[src/rtl/huffman_code_bit_packer_macros.svh]
// Assertion helpers shared by the packer RTL.
`ifndef HUFFMAN_CODE_BIT_PACKER_MACROS_SVH
`define HUFFMAN_CODE_BIT_PACKER_MACROS_SVH

// Same-cycle implication, checked out of reset.
`define HCBP_ASSERT_IMP(name, clk, rstn, ante, cons) \
  name: assert property (@(posedge clk) disable iff (!(rstn)) (ante) |-> (cons)) \
    else $error("hcbp assertion failed");

// Next-cycle implication, checked out of reset.
`define HCBP_ASSERT_NXT(name, clk, rstn, ante, cons) \
  name: assert property (@(posedge clk) disable iff (!(rstn)) (ante) |=> (cons)) \
    else $error("hcbp assertion failed");

`endif

[src/rtl/hcbp_pkg.sv]
package hcbp_pkg;

  localparam int MaxCodeLen  = 32;
  localparam int SymbolCount = 256;
  localparam int WordBits    = 32;
  localparam int QueueDepth  = 4;
  localparam logic [2:0] TopBit = 3'd7;

  typedef enum logic [1:0] {
    CMD_LOAD   = 2'd0,
    CMD_ENCODE = 2'd1,
    CMD_FLUSH  = 2'd2
  } cmd_e;

  typedef enum logic [1:0] {
    KIND_ENCODE  = 2'd0,
    KIND_MISSING = 2'd1,
    KIND_FLUSH   = 2'd2
  } kind_e;

  typedef enum logic {
    ST_IDLE  = 1'b0,
    ST_SHIFT = 1'b1
  } back_state_e;

  // One queued job: code is left aligned, len bits valid from the top.
  typedef struct packed {
    kind_e                kind;
    logic [WordBits-1:0]  code;
    logic [5:0]           len;
  } q_entry_t;

endpackage

[src/rtl/hcbp_back.sv]
`include "huffman_code_bit_packer_macros.svh"

module hcbp_back (
  input  logic                clk_i,
  input  logic                rst_ni,
  input  logic                empty_i,
  input  hcbp_pkg::q_entry_t  entry_i,
  output logic                pop_o,
  output logic                out_valid_o,
  input  logic                out_ready_i,
  output logic [7:0]          packed_byte_o,
  output logic                last_of_run_o,
  output logic                missing_code_o
);

  localparam int WB = hcbp_pkg::WordBits;

  hcbp_pkg::back_state_e  state_q, state_d;
  logic [WB-1:0]          word_q, word_d;
  logic [5:0]             rem_q, rem_d;
  logic [2:0]             pos_q, pos_d;
  logic [7:0]             part_q, part_d;

  logic        out_valid_q;
  logic [7:0]  out_byte_q;
  logic        out_last_q;
  logic        out_miss_q;

  logic        out_free;
  logic [3:0]  free;
  logic        rem_small;
  logic [3:0]  k;
  logic [7:0]  chunk;
  logic [5:0]  rem_next;
  logic        emit;
  logic [7:0]  emit_byte;
  logic        emit_last;
  logic        emit_miss;

  assign out_free  = !out_valid_q || out_ready_i;
  assign free      = {1'b0, pos_q} + 4'd1;
  assign rem_small = (rem_q < {2'b00, free});
  assign k         = rem_small ? rem_q[3:0] : free;
  // bits below the remaining length are zero, so no mask is needed
  assign chunk     = word_q[WB-1 -: 8] >> (3'd7 - pos_q);
  assign rem_next  = rem_q - {2'b00, k};

  always_comb begin
    state_d   = state_q;
    word_d    = word_q;
    rem_d     = rem_q;
    pos_d     = pos_q;
    part_d    = part_q;
    pop_o     = 1'b0;
    emit      = 1'b0;
    emit_byte = '0;
    emit_last = 1'b0;
    emit_miss = 1'b0;
    unique case (state_q)
      hcbp_pkg::ST_IDLE: begin
        if (!empty_i) begin
          case (entry_i.kind)
            hcbp_pkg::KIND_ENCODE: begin
              pop_o = 1'b1;
              if (entry_i.len != '0) begin
                word_d  = entry_i.code;
                rem_d   = entry_i.len;
                state_d = hcbp_pkg::ST_SHIFT;
              end
            end
            hcbp_pkg::KIND_MISSING: begin
              if (out_free) begin
                pop_o     = 1'b1;
                emit      = 1'b1;
                emit_last = 1'b1;
                emit_miss = 1'b1;
              end
            end
            hcbp_pkg::KIND_FLUSH: begin
              if (pos_q != hcbp_pkg::TopBit) begin
                if (out_free) begin
                  pop_o     = 1'b1;
                  emit      = 1'b1;
                  emit_byte = part_q;
                  emit_last = 1'b1;
                  part_d    = '0;
                  pos_d     = hcbp_pkg::TopBit;
                end
              end else begin
                pop_o = 1'b1;
              end
            end
            default: begin
              pop_o = 1'b1;
            end
          endcase
        end
      end
      hcbp_pkg::ST_SHIFT: begin
        if (rem_small || out_free) begin
          word_d = word_q << k;
          rem_d  = rem_next;
          if (!rem_small) begin
            emit      = 1'b1;
            emit_byte = part_q | chunk;
            emit_last = (rem_next < 6'd8);
            part_d    = '0;
            pos_d     = hcbp_pkg::TopBit;
          end else begin
            part_d = part_q | chunk;
            pos_d  = pos_q - k[2:0];
          end
          if (rem_next == '0) begin
            state_d = hcbp_pkg::ST_IDLE;
          end
        end
      end
      default: begin
        state_d = hcbp_pkg::ST_IDLE;
      end
    endcase
  end

  always_ff @(posedge clk_i or negedge rst_ni) begin
    if (!rst_ni) begin
      state_q     <= hcbp_pkg::ST_IDLE;
      rem_q       <= '0;
      pos_q       <= hcbp_pkg::TopBit;
      part_q      <= '0;
      out_valid_q <= 1'b0;
    end else begin
      state_q <= state_d;
      rem_q   <= rem_d;
      pos_q   <= pos_d;
      part_q  <= part_d;
      if (emit) begin
        out_valid_q <= 1'b1;
      end else if (out_ready_i) begin
        out_valid_q <= 1'b0;
      end
    end
  end

  always_ff @(posedge clk_i) begin
    word_q <= word_d;
    if (emit) begin
      out_byte_q <= emit_byte;
      out_last_q <= emit_last;
      out_miss_q <= emit_miss;
    end
  end

  assign out_valid_o    = out_valid_q;
  assign packed_byte_o  = out_byte_q;
  assign last_of_run_o  = out_last_q;
  assign missing_code_o = out_miss_q;

  `HCBP_ASSERT_IMP(a_shift_has_bits, clk_i, rst_ni, state_q == hcbp_pkg::ST_SHIFT,
                   rem_q != '0)
  `HCBP_ASSERT_IMP(a_empty_byte_clear, clk_i, rst_ni, pos_q == hcbp_pkg::TopBit,
                   part_q == '0)

endmodule

[config.mk]
export PLATFORM = sky130hd
export DESIGN_NAME = hcbp_back
export DESIGN_NICKNAME = d
export VERILOG_FILES = /design/src/rtl/hcbp_pkg.sv /design/src/rtl/hcbp_back.sv
export VERILOG_INCLUDE_DIRS = /design/src /design/src/rtl
export SDC_FILE = /design/constraint.sdc
export NUM_CORES = 1
export LEC_CHECK = 0
export BUFFER_PORTS_ARGS = -buffer_cell sky130_fd_sc_hd__buf_2
export CORE_ASPECT_RATIO = 0.5
export CORE_MARGIN = 2
export CORE_UTILIZATION = 53
export DETAILED_ROUTE_END_ITERATION = 6
export GPL_TIMING_DRIVEN = 0
export PLACE_DENSITY = 0.74
export SETUP_SLACK_MARGIN = 0.2
export SYNTH_ARGS = -nofsm -noshare
export SYNTH_HDL_FRONTEND = slang
export SYNTH_SLANG_ARGS = --single-unit
[constraint.sdc]
create_clock -name clk_i -period 4.7 [get_ports clk_i]
set_input_delay 0.47 -clock clk_i [delete_from_list [all_inputs] [get_ports clk_i]]
set_output_delay 0.47 -clock clk_i [all_outputs]
set_load 0.005 [all_outputs]
Word level (Yosys, flattened, before mapping)

Index checks and enable logic that the tools add are counted.

Bits in registers: 61
Input bits: 44
Output and inout port bits: 12
Word-level logic and storage cells: 94

Add/subtract/negate cells: 4
$lt $le $gt $ge: 2
Eq/ne operators: 10
Shift operators: 2
Mux-type cells: 54
Bitwise logic cells: 3
Reduce and logical (&&, ||, !) cells: 10

Operator list:

| operator                                                   | number |
|---|---|
| 2-to-1 mux 32 bit                                          | 4 |
| 2-to-1 mux 8 bit                                           | 12 |
| case mux 32 bit (2 select lines)                           | 1 |
| case mux 8 bit (2 select lines)                            | 2 |
| << shifter 32 x 4 -> 32 bit                                | 1 |
| 2-to-1 mux 6 bit                                           | 4 |
| 2-to-1 mux 3 bit                                           | 6 |
| 2-to-1 mux 1 bit                                           | 17 |
| case mux 6 bit (2 select lines)                            | 1 |
| case mux 1 bit (2 select lines)                            | 5 |
| != test 2 bit, second input constant                       | 4 |
| bitwise OR 8 bit                                           | 1 |
| right shift 8 x 3 -> 8 bit                                 | 1 |
| logical NOT 6 bit                                          | 1 |
| less-than comparator 6 x 4 -> 1 bit                        | 1 |
| less-than comparator 6 x 4 -> 1 bit, second input constant | 1 |
| != test 2 x 1 -> 1 bit, second input constant              | 3 |
| case mux 3 bit (2 select lines)                            | 1 |
| nonzero test 6 bit                                         | 1 |
| subtractor 6 x 4 -> 6 bit                                  | 1 |
| AND reduction 5 bit                                        | 1 |
| adder 3 x 1 -> 4 bit, second input constant                | 1 |
| 2-to-1 mux 4 bit                                           | 1 |
| AND reduction 4 bit                                        | 1 |
| 11 further kinds                                           | 13 |

Depth between registers and ports, before layout

Depth in word-level cells: 8
Gate-level depth with buffers: 22
Depth with buffers taken out: 17

Worst setup path after synthesis

OpenSTA, ideal clock, no wires.

Path type: register to register
Start: reg pos_q[1]
End: reg out_last_q, in the netlist last_of_run_o, data pin
Library setup time: 0.255 ns
Arrival time: 3.891 ns
Data required time: 4.445 ns
Path slack: 0.554 ns
Cell stages (with the launch flop): 22
Buffers on the path: 4
Clock period less this slack: 4.146 ns
Cell sequence: dfstp_2 -> inv_1 -> nor3_1 -> inv_1 -> ha_1 -> buf_2 -> or3b_1 -> o311ai_2 -> a22o_1 -> buf_4 -> inv_2 -> buf_6 -> buf_2 -> ha_1 -> inv_1 -> ha_1 -> o22ai_1 -> a21oi_1 -> a21oi_1 -> xor2_1 -> nor3_1 -> a21bo_2

Cells in the longest elaborated chain, start to end: 8
Elaborated cells on any way between the ends: 13
Classes of those cells: add/sub: 2; order compare: 2; eq/ne: 1; mux: 7; reduce/logical: 1

RTL lines:

| element                             | line             | text |
|---|---|---|
| start: declaration                  | hcbp_back.sv:21  | `logic [2:0] pos_q, pos_d;` |
| start signal: assignment            | hcbp_back.sv:128 | `pos_q <= hcbp_pkg::TopBit;` |
| start signal: assignment            | hcbp_back.sv:134 | `pos_q <= pos_d;` |
| adder 3 x 1 -> 4 bit                | hcbp_back.sv:41  | `assign free = {1'b0, pos_q} + 4'd1;` |
| less-than comparator 6 x 4 -> 1 bit | hcbp_back.sv:42  | `assign rem_small = (rem_q < {2'b00, free});` |
| 2-to-1 mux 4 bit                    | hcbp_back.sv:43  | `assign k = rem_small ? rem_q[3:0] : free;` |
| subtractor 6 x 4 -> 6 bit           | hcbp_back.sv:46  | `assign rem_next = rem_q - {2'b00, k};` |
| less-than comparator 6 x 4 -> 1 bit | hcbp_back.sv:106 | `emit_last = (rem_next < 6'd8);` |
| 2-to-1 mux 1 bit                    | hcbp_back.sv:103 | `if (!rem_small) begin` |
| 2-to-1 mux 1 bit                    | hcbp_back.sv:100 | `if (rem_small \|\| out_free) begin` |
| case mux 1 bit (2 select lines) *   | hcbp_back.sv:59  | `unique case (state_q)` |
| named net emit_last                 | hcbp_back.sv:37  | `logic emit_last;` |
| end signal: assignment              | hcbp_back.sv:148 | `out_last_q <= emit_last;` |
| end: declaration                    | hcbp_back.sv:26  | `logic out_last_q;` |

Mark *: on every way through the listed nets, which the timed path passes. The rest lies on a longest branch.
A chain may end at the register's enable or synchronous reset.

Worst setup path after layout

Start: reg pos_q[2]
End: reg out_last_q, in the netlist last_of_run_o, data pin

Same word-level chain as after synthesis.

==> run metrics <==
register area share after synthesis=37.0%; Worst R2R End=last_of_run_o; row count=24; area leader, netlist=edfxtp_1; status=completed; crit path DAT=4.56 ns; initial antenna violation count=0; total core area=8680 um2; CTS tree=built; grt total ovfl=0; clk slew on worst S/H paths=0.06 ns; H-tree depth=3; Clock Sinks=61; FF-to-FF Start=pos_q[2]; skew final=0.00699 ns; Die H=70.6 um; count leader, synth=mux2i_1; Placed Cells=666; number of global-route vias before repair=4029; Async SR Flop Fraction=31.1%; Final Critical Period=4.34 ns; Critical Path Sink=last_of_run_o; area grow syn2layout=17.2%; HP Class=in -> async; Synth top area share=26.8%; via count=4292; RSZ-0062 raised after global routing=false; storage element area=1740 um2; max-cap violation count=0; Worst Tran Pin Value=1.15 ns; post-DP HPWL=9500 um; Die Wd=137 um; die area=9700 um2; clk buf depth=2; number of remaining DRC errors=0; mapped cell area=4710 um2; Initial Utilization=54.3%; # fillers=756; flip-flop and latch count after synthesis=61; Avg Synthesized Cell Area=9.53 um2; drt pass-1 iters=5; synth unique cells=67; Critical Path Source=pos_q[2]; fin cells=685; Num CTS Buffers=9; clk_lat worst skew=0.34 ns; setup violators final=0; final hold vios=0; Post-synth top cells=76 x mux2i_1, 48 x nand2_1, 42 x edfxtp_1; R2R depth=20; global-route wire length before repair=20500 um; critical path type=reg -> reg; net count after synthesis=550; DRT antenna net count=0; Tcrit/Tclk final=92.4%; slew margin rel.=23.0%; Final #Nets=619; layout cells sized above 1=20.8%; total wire length=13000 um; GRT Overall Usage=27.5%; Synth area leaders=edfxtp_1 27%, mux2i_1 16%, dfrtp_1 8.5%, nand2_1 3.8%, o221ai_1 3.3%; type of origin of the critical path=register; crit end category=register; largest net degree at the start of global routing=31; average wire per standard cell=18.9 um; hold buffer count at cts=0; CP max FO=11; initial DRC count=328; Post-synth EDFFs=42; PortBufs=55; Mapped Cells=494; GPL Wtd Cong=0.944; final slew viol count=0; Finished Core Util=63.6%; Max Clock Freq=0.230 GHz; YS warnings=0; Ports=56; ys flop type=edfxtp_1; area of the multi-input gates=2730 um2; number of inserted diodes=0; CTS root buf=clkbuf_16; Via-to-Cell Ratio=6.27; FF-to-FF setup slack=0.36 ns; WP data required=4.91 ns
metrics by stage:
| step | worst slack [ns] | TNS (ns) | hold WS (ns) | instance area, um2 |
|---|---|---|---|---|
| after floorplan | 0.554 | 0 | 0.174 | 4710 |
| after global placement | -0.171 | -0.181 | 0.450 | 5130 |
| after detailed placement | -0.178 | -0.194 | 0.448 | 5130 |
| after CTS | 0.200 | 0 | 0.0904 | 5470 |
| after global routing | 0.180 | 0 | 0.107 | 5520 |
| final | 0.355 | 0 | 0.0781 | 5520 |
cell type report:
cell class / count / area share [%]
inverters: 27 / 1.84
clock inverters: 7 / 1.36
flip-flops and latches: 61 / 31.5
clock buffers: 9 / 4.08
plain buffers: 35 / 3.63
multi-input cells: 371 / 49.5
well taps: 117 / 2.65
repair buffers: 58 / 5.40
cell families after synthesis:
| kind of cell | synth area share [%] |
|---|---|
| mux | 18.1 |
| flops | 37.0 |
| simple gates | 13.3 |
| compound gates | 21.1 |
| fa+ha+maj | 3.40 |
| buf+inv | 6.06 |
| xor+xnor | 1.14 |
worst min-delay path by stage:
stage	from	to	slack, ns	cells past startpoint
5_1_grt	rst_ni	rem_q[5]	0.11	1
4_1_cts	rst_ni	out_valid_o	0.09	1
6_report	rst_ni	rem_q[3]	0.08	1
3_5_place_dp	rst_ni	rem_q[5]	0.45	1
3_3_place_gp	rst_ni	rem_q[3]	0.45	1
2_1_floorplan	rst_ni	out_valid_o	0.17	0
layer usage:
| layer | vias to the layer above | wire length [um] | global-route usage, % |
|---|---|---|---|
| met3 | 23 | 1080 | 6.38 |
| met1 | 2023 | 6100 | 39.2 |
| met5 | - | 0 | 0 |
| met2 | 210 | 5580 | 41.4 |
| met4 | 0 | 221 | 9.39 |
| li1 | 2036 | - | - |
cell usage in the layout (no fill, tap or decap), drive strengths merged, types with 3 or more instances in the layout:
cell	n
mux2i	76
a22o	5
clkinv	5
dfstp	3
o22ai	4
o221ai	18
xnor2	3
nor4	4
a221oi	3
nor2	34
a21o	3
buf	73
a31oi	8
inv	28
or3	3
a21oi	24
edfxtp	42
ha	12
nand2	48
o2bb2ai	6
clkbuf	29
and3	5
a211o	3
a211oi	14
nand3	15
o211ai	5
nor3	8
mux2	4
nor2b	4
o21ai	24
dfrtp	16
worst max-delay path, stage by stage (launching register included):
cell and delay [ns]:
dfstp_2 0.58, inv_2 0.09, nor3_2 0.24, inv_1 0.07, ha_1 0.27, clkbuf_4 0.17, or3b_4 0.24, o311ai_4 0.11
a22o_1 0.25, buf_6 0.13, inv_2 0.08, buf_6 0.17, buf_8 0.18, ha_2 0.22, inv_2 0.06, maj3_1 0.34
o21ai_0 0.14, o22ai_1 0.15, or3_1 0.37, o21ai_2 0.20, a21bo_2 0.14
state kept, by name (all words and copies together) (netlist names):
name and flops:
last_of_run_o 1, missing_code_o 1, out_valid_o 1, packed_byte_o 8, part_q 8, pos_q 3, rem_q 6, state_q 1
word_q 32
timing repair:
action,CTS,global route
endpoints found under the hold margin,0,0
gates resized for setup,8,12
pin swaps,2,5
endpoints found under the setup margin,5,6
setup buffers,1,2
Power is left out: the tool's default activity adds up to more than one toggle a clock period on the data nets, which glitch-free logic cannot reach.
