## src/rtl/huffman_code_bit_packer_macros.svh

```systemverilog
// Assertion helpers shared by the packer RTL.
`ifndef HUFFMAN_CODE_BIT_PACKER_MACROS_SVH
`define HUFFMAN_CODE_BIT_PACKER_MACROS_SVH

// Same-cycle implication, checked out of reset.
`define HCBP_ASSERT_IMP(name, clk, rstn, ante, cons) \
  name: assert property (@(posedge clk) disable iff (!(rstn)) (ante) |-> (cons)) \
    else $error("hcbp assertion failed");

// Next-cycle implication, checked out of reset.
`define HCBP_ASSERT_NXT(name, clk, rstn, ante, cons) \
  name: assert property (@(posedge clk) disable iff (!(rstn)) (ante) |=> (cons)) \
    else $error("hcbp assertion failed");

`endif

```

## src/rtl/hcbp_pkg.sv

```systemverilog
package hcbp_pkg;

  localparam int MaxCodeLen  = 32;
  localparam int SymbolCount = 256;
  localparam int WordBits    = 32;
  localparam int QueueDepth  = 4;
  localparam logic [2:0] TopBit = 3'd7;

  typedef enum logic [1:0] {
    CMD_LOAD   = 2'd0,
    CMD_ENCODE = 2'd1,
    CMD_FLUSH  = 2'd2
  } cmd_e;

  typedef enum logic [1:0] {
    KIND_ENCODE  = 2'd0,
    KIND_MISSING = 2'd1,
    KIND_FLUSH   = 2'd2
  } kind_e;

  typedef enum logic {
    ST_IDLE  = 1'b0,
    ST_SHIFT = 1'b1
  } back_state_e;

  // One queued job: code is left aligned, len bits valid from the top.
  typedef struct packed {
    kind_e                kind;
    logic [WordBits-1:0]  code;
    logic [5:0]           len;
  } q_entry_t;

endpackage

```

## src/rtl/hcbp_fifo.sv

```systemverilog
`include "huffman_code_bit_packer_macros.svh"

module hcbp_fifo (
  input  logic                clk_i,
  input  logic                rst_ni,
  input  logic                push_i,
  input  hcbp_pkg::q_entry_t  entry_i,
  input  logic                pop_i,
  output hcbp_pkg::q_entry_t  entry_o,
  output logic                empty_o,
  output logic                room_o
);

  localparam int PtrW = $clog2(hcbp_pkg::QueueDepth);
  localparam int CntW = PtrW + 1;

  hcbp_pkg::q_entry_t  slot_q [hcbp_pkg::QueueDepth];
  logic [PtrW-1:0]     wr_ptr_q;
  logic [PtrW-1:0]     rd_ptr_q;
  logic [CntW-1:0]     cnt_q;
  logic                full;

  assign full    = (cnt_q == CntW'(hcbp_pkg::QueueDepth));
  assign empty_o = (cnt_q == '0);
  // two free slots: one for the item in the front's read stage, one for a new one
  assign room_o  = (cnt_q <= CntW'(hcbp_pkg::QueueDepth - 2));
  assign entry_o = slot_q[rd_ptr_q];

  always_ff @(posedge clk_i or negedge rst_ni) begin
    if (!rst_ni) begin
      wr_ptr_q <= '0;
      rd_ptr_q <= '0;
      cnt_q    <= '0;
    end else begin
      if (push_i) begin
        wr_ptr_q <= wr_ptr_q + PtrW'(1);
      end
      if (pop_i) begin
        rd_ptr_q <= rd_ptr_q + PtrW'(1);
      end
      if (push_i && !pop_i) begin
        cnt_q <= cnt_q + CntW'(1);
      end else if (!push_i && pop_i) begin
        cnt_q <= cnt_q - CntW'(1);
      end
    end
  end

  always_ff @(posedge clk_i) begin
    if (push_i) begin
      slot_q[wr_ptr_q] <= entry_i;
    end
  end

  `HCBP_ASSERT_IMP(a_no_overflow, clk_i, rst_ni, push_i, !full)
  `HCBP_ASSERT_IMP(a_no_underflow, clk_i, rst_ni, pop_i, !empty_o)
  `HCBP_ASSERT_NXT(a_push_fills, clk_i, rst_ni, push_i && !pop_i, !empty_o)

endmodule

```

## config.mk

```make
export PLATFORM = sky130hd
export DESIGN_NAME = hcbp_fifo
export DESIGN_NICKNAME = d
export VERILOG_FILES = /design/src/rtl/hcbp_pkg.sv /design/src/rtl/hcbp_fifo.sv
export VERILOG_INCLUDE_DIRS = /design/src /design/src/rtl
export SDC_FILE = /design/constraint.sdc
export NUM_CORES = 1
export LEC_CHECK = 0
export BUFFER_PORTS_ARGS = -buffer_cell sky130_fd_sc_hd__buf_2
export CORE_MARGIN = 5
export CORE_UTILIZATION = 30
export CTS_BUF_LIST = sky130_fd_sc_hd__clkbuf_8
export DETAILED_ROUTE_END_ITERATION = 10
export PLACE_DENSITY = 0.53
export SYNTH_ARGS = -nofsm -noshare
export SYNTH_HDL_FRONTEND = slang
export SYNTH_SLANG_ARGS = --single-unit
```

## constraint.sdc

```tcl
create_clock -name clk_i -period 3.6 [get_ports clk_i]
set_input_delay 0.18 -clock clk_i [delete_from_list [all_inputs] [get_ports clk_i]]
set_output_delay 0.18 -clock clk_i [all_outputs]
set_load 0.02 [all_outputs]
```

# Word-level counts from Yosys, hierarchy flattened
# Memory sizes are Yosys's and may differ from the RTL's.
# Cells that the tools add are included.
# W data, S select, Z words.
dict set report op_classes {
  addsub 4
  order_cmp 1
  mux 4
  reduce_logical 6
}
# cell count
set ops {}
lappend ops {{$mux W3} 2}
lappend ops {{$add A2 B1 Y2 const B} 2}
lappend ops {{$add A3 B1 Y3 const B} 1}
lappend ops {{$le A3 B2 Y1 const B} 1}
lappend ops {{$logic_not A3 Y1} 1}
lappend ops {{$sub A3 B1 Y3 const B} 1}
lappend ops {{$logic_and A1 B1 Y1} 2}
lappend ops {{$logic_not A1 Y1} 2}
lappend ops {{$mux W1} 2}
lappend ops {{$reduce_bool A2 Y1} 1}
dict set report word_totals {
  regBits 7
  mem_bits_rw 160
  output_inout_bits 42
  memories 1
}
# name depth width rd rd_ports_with_merged_regs wr line
set mem_list {}
lappend mem_list {slot_q 4 40 1 0 1 hcbp_fifo.sv:17} ;# hcbp_pkg::q_entry_t slot_q [hcbp_pkg::QueueDepth];

# Longest topological paths before layout
# Gate-level depths: netlist of run 1.
dict set report logic_depth {
  word_depth 4
  depth_mapped 7
}

# Worst setup path before layout of run 1
# OpenSTA, ideal clock, no wires.
dict set report synth_path {
  path_type {reg2reg}
  from {reg wr_ptr_q[0]}
  to {mem slot_q[0][0] (netlist bit), enable pin}
  arrival_ps 1589
  required_ps 3199
  path_slack_ps 1610
  stages_incl_launch_ff 4
  n_path_buf 0
  period_less_slack_ps 1990
  path_cell_list {dfrtp_1 inv_1 ha_1 and2_1}
}
# element line
set synth_lines {}
lappend synth_lines {{from (decl)} hcbp_fifo.sv:18} ;# logic [PtrW-1:0] wr_ptr_q;
lappend synth_lines {{from (signal assigned)} hcbp_fifo.sv:36} ;# wr_ptr_q <= wr_ptr_q + PtrW'(1);
lappend synth_lines {{to (decl)} hcbp_fifo.sv:17}
# Straight into the memory's write port.

==> impl_metrics.toml, run 1 <==
[timing]
setup_violations = 0
slew_headroom = 0.217
skew_ns = 0.00774
rsz0062_at_grt = "no"
fin_tns_setup_ns = 0
finalHoldViolations = 0
post-route-min-period_ns = 2.49
tightestPinTransition_ns = 1.17
fmax_ghz = 0.402
drv_slew = 0
fin_crit_sh = 0.692

[clocking]
clock_latency_ns = 0.44
tritoncts = "built"
cts_num_sinks = 167
cts-root-buf = "clkbuf_8"
cts_made_buffers = 17
cts.path.max_buffers = 2
ctsHtreeMaxLevel = 4
clkTransAtPathRegs_ns = 0.08
cts_resized = 0

[worst_setup_path]
crit_type = "flop to output pin"
startpoint_type = "flop"
worstPathMaxFanout = 42
cp_top_family = "flip-flops"
cp_slowest_cell = "dfrtp_4"
cp-end-kind = "output pin"
crit_chain = "mux4_1, buf_2"
r2r-start = "wr_ptr_q[0]"
cp_num_buf_inv = 1
startpoint = "rd_ptr_q[0]"
critPathMaxStageDelay_ns = 0.99
cp.arrival_ns = 2.31
cp.required_ns = 3.42

[power_and_ir_drop]
total_power_w = 0.00620
p_sw_w = 0.00191
ir_drop_mv = 0.357
p_per_area_mw_per_mm2 = 793
clkPwrFrac = 0.258
comb_power_share = 0.275
swShare = 0.308
seqPwrFrac = 0.466
internal_power_w = 0.00429
p_leak_nw = 2.70

[global_routing]
grt-busiest-layer = "met2"
use_met3 = 0.0371
use_met1 = 0.122
grt_overflow = 0
grtUsageMet2 = 0.170
grt_pass1_vias = 3249
antenna_found_initial = 1
grt_first_pass_wirelength_um = 18000
grtUsageTotal = 0.102
grt_max_degree = 43

[run_status]
outcome = "completed"

[synth]
syn_nets = 294
synthArstFlopShare = 0.0419
yosys-top-cells-count = "edfxtp_1, mux4_2, dfrtp_1"
synth_cell_types = 20
synth_top_area_frac = 0.773
synthFlopType = "edfxtp_1"
syn_inst = 244
synth_seq_cells = 167
synth_most_common_cell = "edfxtp_1"
synth_edf_count = 160
synth_top_area_cell = "edfxtp_1"
avgSynthCellArea_um2 = 25.5
syn-cell-area_mm2 = 0.00622
synth_area_leaders = "edfxtp_1, mux4_2, dfrtp_1"
ys_seq_area_frac = 0.801
yosysWarnings = 0

[floorplanning]
die_area_mm2 = 0.0237
core_mm2 = 0.0203
row_count = 52
initial_core_util = 0.306
die_x_um = 154
io_pins = 86
die_h_um = 154

[place]
port_buffers = 85
gp_congestion = 0.717
hpwl_um = 7120

[layout]
n_antenna_cell = 0
area_delta_synth_final_pct = 25.8
nets = 434
drive_gt1_frac = 0.411

[min_path]
hold_class = "input port to asynchronous set/reset pin"

[drt]
wirelength_um = 11800
viasPerCell = 4.31
ant_nets = 0
vias = 2874
drt_iter0_markers = 162
route.detailed.drc = 0
first_pass_iters = 5
wl_per_cell_um = 17.6

[flow_run]
max-cap-violations = 0
## path summary, 6_finish.rpt
check,slack (ns),depth (start not counted),to
setup / recovery,1.11,2,entry_o[0]
hold / removal,0.1,2,cnt_q[1]
setup reg to reg,1.54,4,slot_q[2][31]
hold reg to reg,0.50,1,cnt_q[2]
max in group asynchronous,3.31,2,rd_ptr_q[0]
min in group clk_i,0.49,2,slot_q[0][27]
## worst reg2reg max path, cell delays in order, from the launching register on
cell,delay [ns]
dfrtp_1,0.43
inv_1,0.10
ha_1,0.14
and2_2,0.75
buf_4,0.36
## timing repair
| item | 4_1_cts | 5_1_grt |
|---|---|---|
| setup endpoints to repair | 0 | 0 |
| endpoints found under the hold margin | 169 | 0 |
| hold buffers | 43 | 0 |
| buffers inserted | 0 | 0 |
## placed cells by master, fill, tap and decap left out
cell	instances
clkinv_1	2
clkinvlp_4	2
and2_2	4
mux2_2	1
dlygate4sd3_1	43
dfrtp_4	1
buf_4	3
edfxtp_1	160
inv_1	4
dfrtp_1	5
ha_1	5
bufinv_16	7
clkinv_2	3
xor2_1	4
buf_2	85
nor2_1	1
clkinv_4	1
mux4_2	38
mux4_1	2
dfrtp_2	1
clkbuf_8	17
o21ai_0	1
nand2_1	2
fa_1	1
xnor2_1	2
nor3_1	1
a21oi_1	1
## cells by family (layout without fill, tap and decap cells)
group	Yosys count	after routing	share of synthesized area
flops	167	167	0.801
simple gates	8	8	0.00664
xor+xnor	6	6	0.00845
buf+inv	14	167	0.0209
mux	41	41	0.148
compound gates	2	2	0.00161
fa+ha+maj	6	6	0.0133
## through the flow
stage | area (um^2) | util | hold slack [ns] | worst slack [ns] | instances
after global routing | 7820 | 0.385 | 0.0834 | 0.913 | 667
after CTS | 7820 | 0.385 | 0.0570 | 1.02 | 667
after global placement | 6900 | 0.340 | 0.0224 | 1.50 | 592
after floorplan | 6220 | - | -0.116 | 1.61 | 244
after detailed placement | 6900 | 0.340 | 0.0303 | 1.49 | 592
final | 7820 | 0.385 | 0.0987 | 1.11 | 667
## routing by layer
layer,up-vias,share of wire
li1,1304,-
met1,1484,0.43
met2,69,0.50
met3,15,0.056
met4,2,0.013
met5,-,0.00060
## state kept, by name, indices dropped and copies added, names as in the netlist
| register | count |
|---|---|
| slot_q | 160 |
| cnt_q | 3 |
| wr_ptr_q | 2 |
| rd_ptr_q | 2 |
## area by class of cell
cell class | instances | area [um^2]
inverters | 4 | 15.0
fillers | 1877 | 12500
flip-flops and latches | 167 | 4980
repair buffers | 131 | 878
well taps | 270 | 338
clock buffers | 17 | 234
clock inverters | 15 | 256
multi-input cells | 63 | 1110
## power groups by stage
stage / Clock (W) / Combinational, W / Sequential (W)
after global placement: 0 / 0.00171 / 0.00294
after detailed placement: 0 / 0.00172 / 0.00296
after floorplan: 0 / 0.00146 / 0.00266
after CTS: 0.00165 / 0.00177 / 0.00292
after global routing: 0.00173 / 0.00184 / 0.00296
final: 0.00160 / 0.00171 / 0.00289
Power figures use the tool's default switching activity.
==> run 2, diff against run 1 <==
==> constraint.sdc (replaced) <==
create_clock -name clk_i -period 2.5 [get_ports clk_i]
set_input_delay 0.125 -clock clk_i [delete_from_list [all_inputs] [get_ports clk_i]]
set_output_delay 0.125 -clock clk_i [all_outputs]
set_load 0.02 [all_outputs]
==> run 2 against run 1 <==
Sequential power rose by 37%. Flip-flop and latch count did not move. Largest power group unchanged. Global-route usage rose by 0.33 points. Critical path type unchanged. Routed wire length rose by 0.96%. Combinational power rose by 65%. Clock-buffer cell count did not move. Die area did not move.
==> impl_metrics.toml, run 2 (synthesis gave the netlist of run 1 again) <==
[clocking]
cts_resized = 0
cts_made_buffers = 17
cts_num_sinks = 167
cts-root-buf = "clkbuf_8"
clkTransAtPathRegs_ns = 0.07
cts.path.max_buffers = 2
tritoncts = "built"
clock_latency_ns = 0.44
ctsHtreeMaxLevel = 4

[drt]
viasPerCell = 4.32
drt_iter0_markers = 105
wl_per_cell_um = 17.7
first_pass_iters = 4
vias = 2902
route.detailed.drc = 0
wirelength_um = 11900
ant_nets = 0

[power_and_ir_drop]
ir_drop_mv = 0.499
p_leak_nw = 2.70
p_per_area_mw_per_mm2 = 1100

[worst_setup_path]
cp.arrival_ns = 2.07
startpoint_type = "flop"
cp_num_buf_inv = 2
worstPathMaxFanout = 22
crit_chain = "buf_4, mux4_2, buf_2"
crit_type = "flop to output pin"
cp_slowest_cell = "dfrtp_2"
cp.required_ns = 2.38
critPathMaxStageDelay_ns = 0.77
cp_top_family = "flip-flops"
cp-end-kind = "output pin"

[place]
place_area_mm2 = 0.00699
hpwl_um = 7170
gp_congestion = 0.688
port_buffers = 85
dp_cells = 598
post-place-ws_ns = 0.539

[run_status]
outcome = "completed"

[timing]
setup_violations = 0
finalHoldViolations = 0
fmax_ghz = 0.456
fin_tns_setup_ns = 0
post-route-min-period_ns = 2.19
tightestPinTransition_ns = 0.623
rsz0062_at_grt = "no"
fin_ws_ns = 0.307
slew_headroom = 0.585
drv_slew = 0
fin_crit_sh = 0.877
skew_ns = 0.0114

[layout]
drive_gt1_frac = 0.409
stdcell_area_mm2 = 0.00782
area_delta_synth_final_pct = 25.9
n_antenna_cell = 0
largest_reg_flops = 160
nets = 441
largest-register = "slot_q"
top_regs = "slot_q: 160 flops, cnt_q: 3 flops"
layout_commonest_cell = "edfxtp_1"
instances_no_fill = 671
final_cell_mix = "edfxtp_1, buf_2, dlygate4sd3_1"
final_util = 0.385

[global_routing]
grt_overflow = 0
use_met1 = 0.128
grt_first_pass_wirelength_um = 18700
grtUsageTotal = 0.105
use_met3 = 0.0416
grt-busiest-layer = "met2"
antenna_found_initial = 0
grtUsageMet2 = 0.173
grt_pass1_vias = 3309
grt_max_degree = 41

[floorplanning]
row_count = 52
die_x_um = 154
die_h_um = 154
io_pins = 86
initial_core_util = 0.306
core_mm2 = 0.0203
die_area_mm2 = 0.0237

[min_path]
hold_class = "input port to asynchronous set/reset pin"

[flow_run]
max-cap-violations = 0
## run 2: report_power, final
part	switching [W]	internal, W
clock network	0.000893	0.000956
logic	0.00155	0.00126
registers	0.000294	0.00367
total	0.00274	0.00589
## run 2: layout make-up
class	count	area (um^2)
clock buffers	17	234
clock inverters	12	140
fillers	1891	12500
inverters	4	15.0
multi-input cells	63	1110
flip-flops and latches	167	4980
well taps	270	338
repair buffers	138	1000
## run 2: worst register-to-register path, cell delays in order (launching register included)
cell and delay, ns:
dfrtp_1 0.42, inv_1 0.09, ha_1 0.13, and2_2 0.43
buf_12 0.29
## run 2: what timing repair did
action	CTS	global route
setup endpoints to repair	0	12
hold buffers	43	0
hold endpoints to repair	171	0
setup buffers	0	1
## run 2: per-stage QoR
step | total power (W) | hold WS, ns
after floorplan | 0.00595 | -0.171
after global placement | 0.00681 | -0.0302
after detailed placement | 0.00685 | -0.0266
after CTS | 0.00877 | 0.0159
after global routing | 0.00914 | 0.0383
final | 0.00862 | 0.0557
## run 2: per-layer routing
metal	routed length, um	part of all wire
met4	127	0.011
met2	5860	0.49
met3	724	0.061
met5	0	0
met1	5160	0.43
## run 2: path summary, 6_finish.rpt
path	startpoint	end	slack (ns)	depth (start not counted)
max	rd_ptr_q[1]	entry_o[38]	0.31	3
min	rst_ni	cnt_q[0]	0.06	2
max reg2reg	wr_ptr_q[0]	slot_q[2][31]	0.81	4
min reg2reg	cnt_q[2]	cnt_q[2]	0.52	1
max in group asynchronous	rst_ni	rd_ptr_q[0]	2.26	2
min in group clk_i	entry_i[29]	slot_q[1][29]	0.44	2
==> run 3, diff against run 2 <==
--- a/config.mk
+++ b/config.mk
@@ -8,10 +8,10 @@
 export LEC_CHECK = 0
 export BUFFER_PORTS_ARGS = -buffer_cell sky130_fd_sc_hd__buf_2
 export CORE_MARGIN = 5
-export CORE_UTILIZATION = 30
+export CORE_UTILIZATION = 59
 export CTS_BUF_LIST = sky130_fd_sc_hd__clkbuf_8
 export DETAILED_ROUTE_END_ITERATION = 10
-export PLACE_DENSITY = 0.53
+export PLACE_DENSITY = 0.88
 export SYNTH_ARGS = -nofsm -noshare
 export SYNTH_HDL_FRONTEND = slang
 export SYNTH_SLANG_ARGS = --single-unit
==> run 3 against run 2 <==
Register-to-register slack lost 0.02 ns. Via count grew 2.4%. Flip-flop and latch count is the same. Routed wire length shrank 2.9%. Core utilization grew 36 points. Clock power grew 6%. Critical path type unchanged.
==> impl_metrics.toml, run 3 (synthesis gave the netlist of run 1 again) <==
[power_and_ir_drop]
ir_drop_mv = 0.609
p_leak_nw = 2.72
total_power_w = 0.00869
p_per_area_mw_per_mm2 = 1130

[flow_run]
max-cap-violations = 0

[drt]
vias = 2971
wirelength_um = 11500
wl_per_cell_um = 21.3
ant_nets = 0
first_pass_iters = 5
route.detailed.drc = 0
drt_iter0_markers = 234
viasPerCell = 5.50

[clocking]
ctsHtreeMaxLevel = 4
cts_resized = 0
clkTransAtPathRegs_ns = 0.08
cts.path.max_buffers = 2
clock_latency_ns = 0.43
tritoncts = "built"
cts_num_sinks = 167
cts-root-buf = "clkbuf_8"
cts_setup_buffers = 0
hold_buffers = 43
cts_made_buffers = 17

[place]
gp_congestion = 0.702
port_buffers = 85
hpwl_um = 6990

[timing]
skew_ns = 0.00887
finalHoldViolations = 0
timing.hold.ws_ns = 0.0598
tightestPinTransition_ns = 0.550
fin_crit_sh = 0.896
rsz0062_at_grt = "no"
fin_tns_setup_ns = 0
setup_violations = 0
drv_slew = 0
slew_headroom = 0.634
fmax_ghz = 0.447
post-route-min-period_ns = 2.24

[layout]
area_delta_synth_final_pct = 23.5
top_regs = "slot_q: 160 flops, cnt_q: 3 flops"
largest_reg_flops = 160
final_cell_mix = "edfxtp_1, buf_2, dlygate4sd3_1"
regArea_mm2 = 0.00498
multi_input_area_mm2 = 0.00111
nFillCells = 563
nets = 442
largest-register = "slot_q"
drive_gt1_frac = 0.423
layout_commonest_cell = "edfxtp_1"
n_antenna_cell = 0

[worst_setup_path]
reg2regPathDepth = 4
r2r-start = "wr_ptr_q[0]"
startpoint_type = "flop"
worstPathMaxFanout = 12
cp.required_ns = 2.38
cp-end-kind = "output pin"
r2r_end = "slot_q[2][12]"
cp.arrival_ns = 2.11
crit_type = "flop to output pin"
reg2reg_slack_ns = 0.79

[global_routing]
grt_first_pass_wirelength_um = 18700
grt_overflow = 0
antenna_found_initial = 0
grtUsageTotal = 0.201
grt_max_degree = 25
grt_pass1_vias = 3377

[floorplanning]
io_pins = 86
die_area_mm2 = 0.0127
die_h_um = 113
core_mm2 = 0.0103
initial_core_util = 0.602
die_x_um = 113
row_count = 37

[min_path]
hold_class = "input port to asynchronous set/reset pin"

[run_status]
outcome = "completed"
## run 3: cell types whose count changed in the layout (fill, tap and decap cells not counted)
cell        previous run  this run
clkinv_1               2         0
clkinv_4               0         3
dfrtp_2                1         2
bufinv_16              3         4
dfrtp_4                1         0
buf_4                  5         8
clkinv_2               0         4
inv_1                  7         5
buf_16                 1         0
clkinvlp_4             3         2
buf_12                 4         3
inv_6                  1         0
## run 3: power by group
group | switching [W] | internal [W]
sequential | 0.000286 | 0.00367
combinational | 0.00154 | 0.00123
clock | 0.000900 | 0.00107
## run 3: through the flow
stage,cells,instance area (um^2),setup slack [ns],util
final,540,7670,0.261,0.743
after global routing,540,7670,0.117,0.743
after CTS,540,7670,0.218,0.743
after detailed placement,466,6820,0.702,0.661
after global placement,466,6820,0.694,0.661
after floorplan,244,6220,0.510,-
## run 3: worst max-delay path: stages (launching register included)
cell     delay, ns
dfrtp_2       0.61
buf_4         0.32
mux4_1        0.57
buf_2         0.17
## run 3: area by class of cell
type | instances | share of cell area
clock buffer | 17 | 0.0305
clock inverter | 14 | 0.0241
sequential | 167 | 0.649
multi-input combinational | 63 | 0.145
tap | 136 | 0.0222
timing repair buffer | 139 | 0.127
inverter | 4 | 0.00196
## run 3: worst max-delay path by stage
stage                      startpoint           end  slack [ns]  cells after the start
after global placement    rd_ptr_q[0]    entry_o[0]        0.69                      3
after CTS                 rd_ptr_q[0]    entry_o[0]        0.22                      3
final                     rd_ptr_q[0]    entry_o[0]        0.26                      3
after detailed placement  rd_ptr_q[0]    entry_o[0]        0.70                      3
after global routing      rd_ptr_q[0]    entry_o[0]        0.12                      3
after floorplan           wr_ptr_q[0]  slot_q[0][0]        0.51                      3
## run 3: metal layers
layer	track usage	up-vias	wire length [um]
met1	0.250	1519	4430
met3	0.0555	20	665
met2	0.347	114	6240
met5	0	-	0
li1	-	1318	-
met4	0.0617	0	173
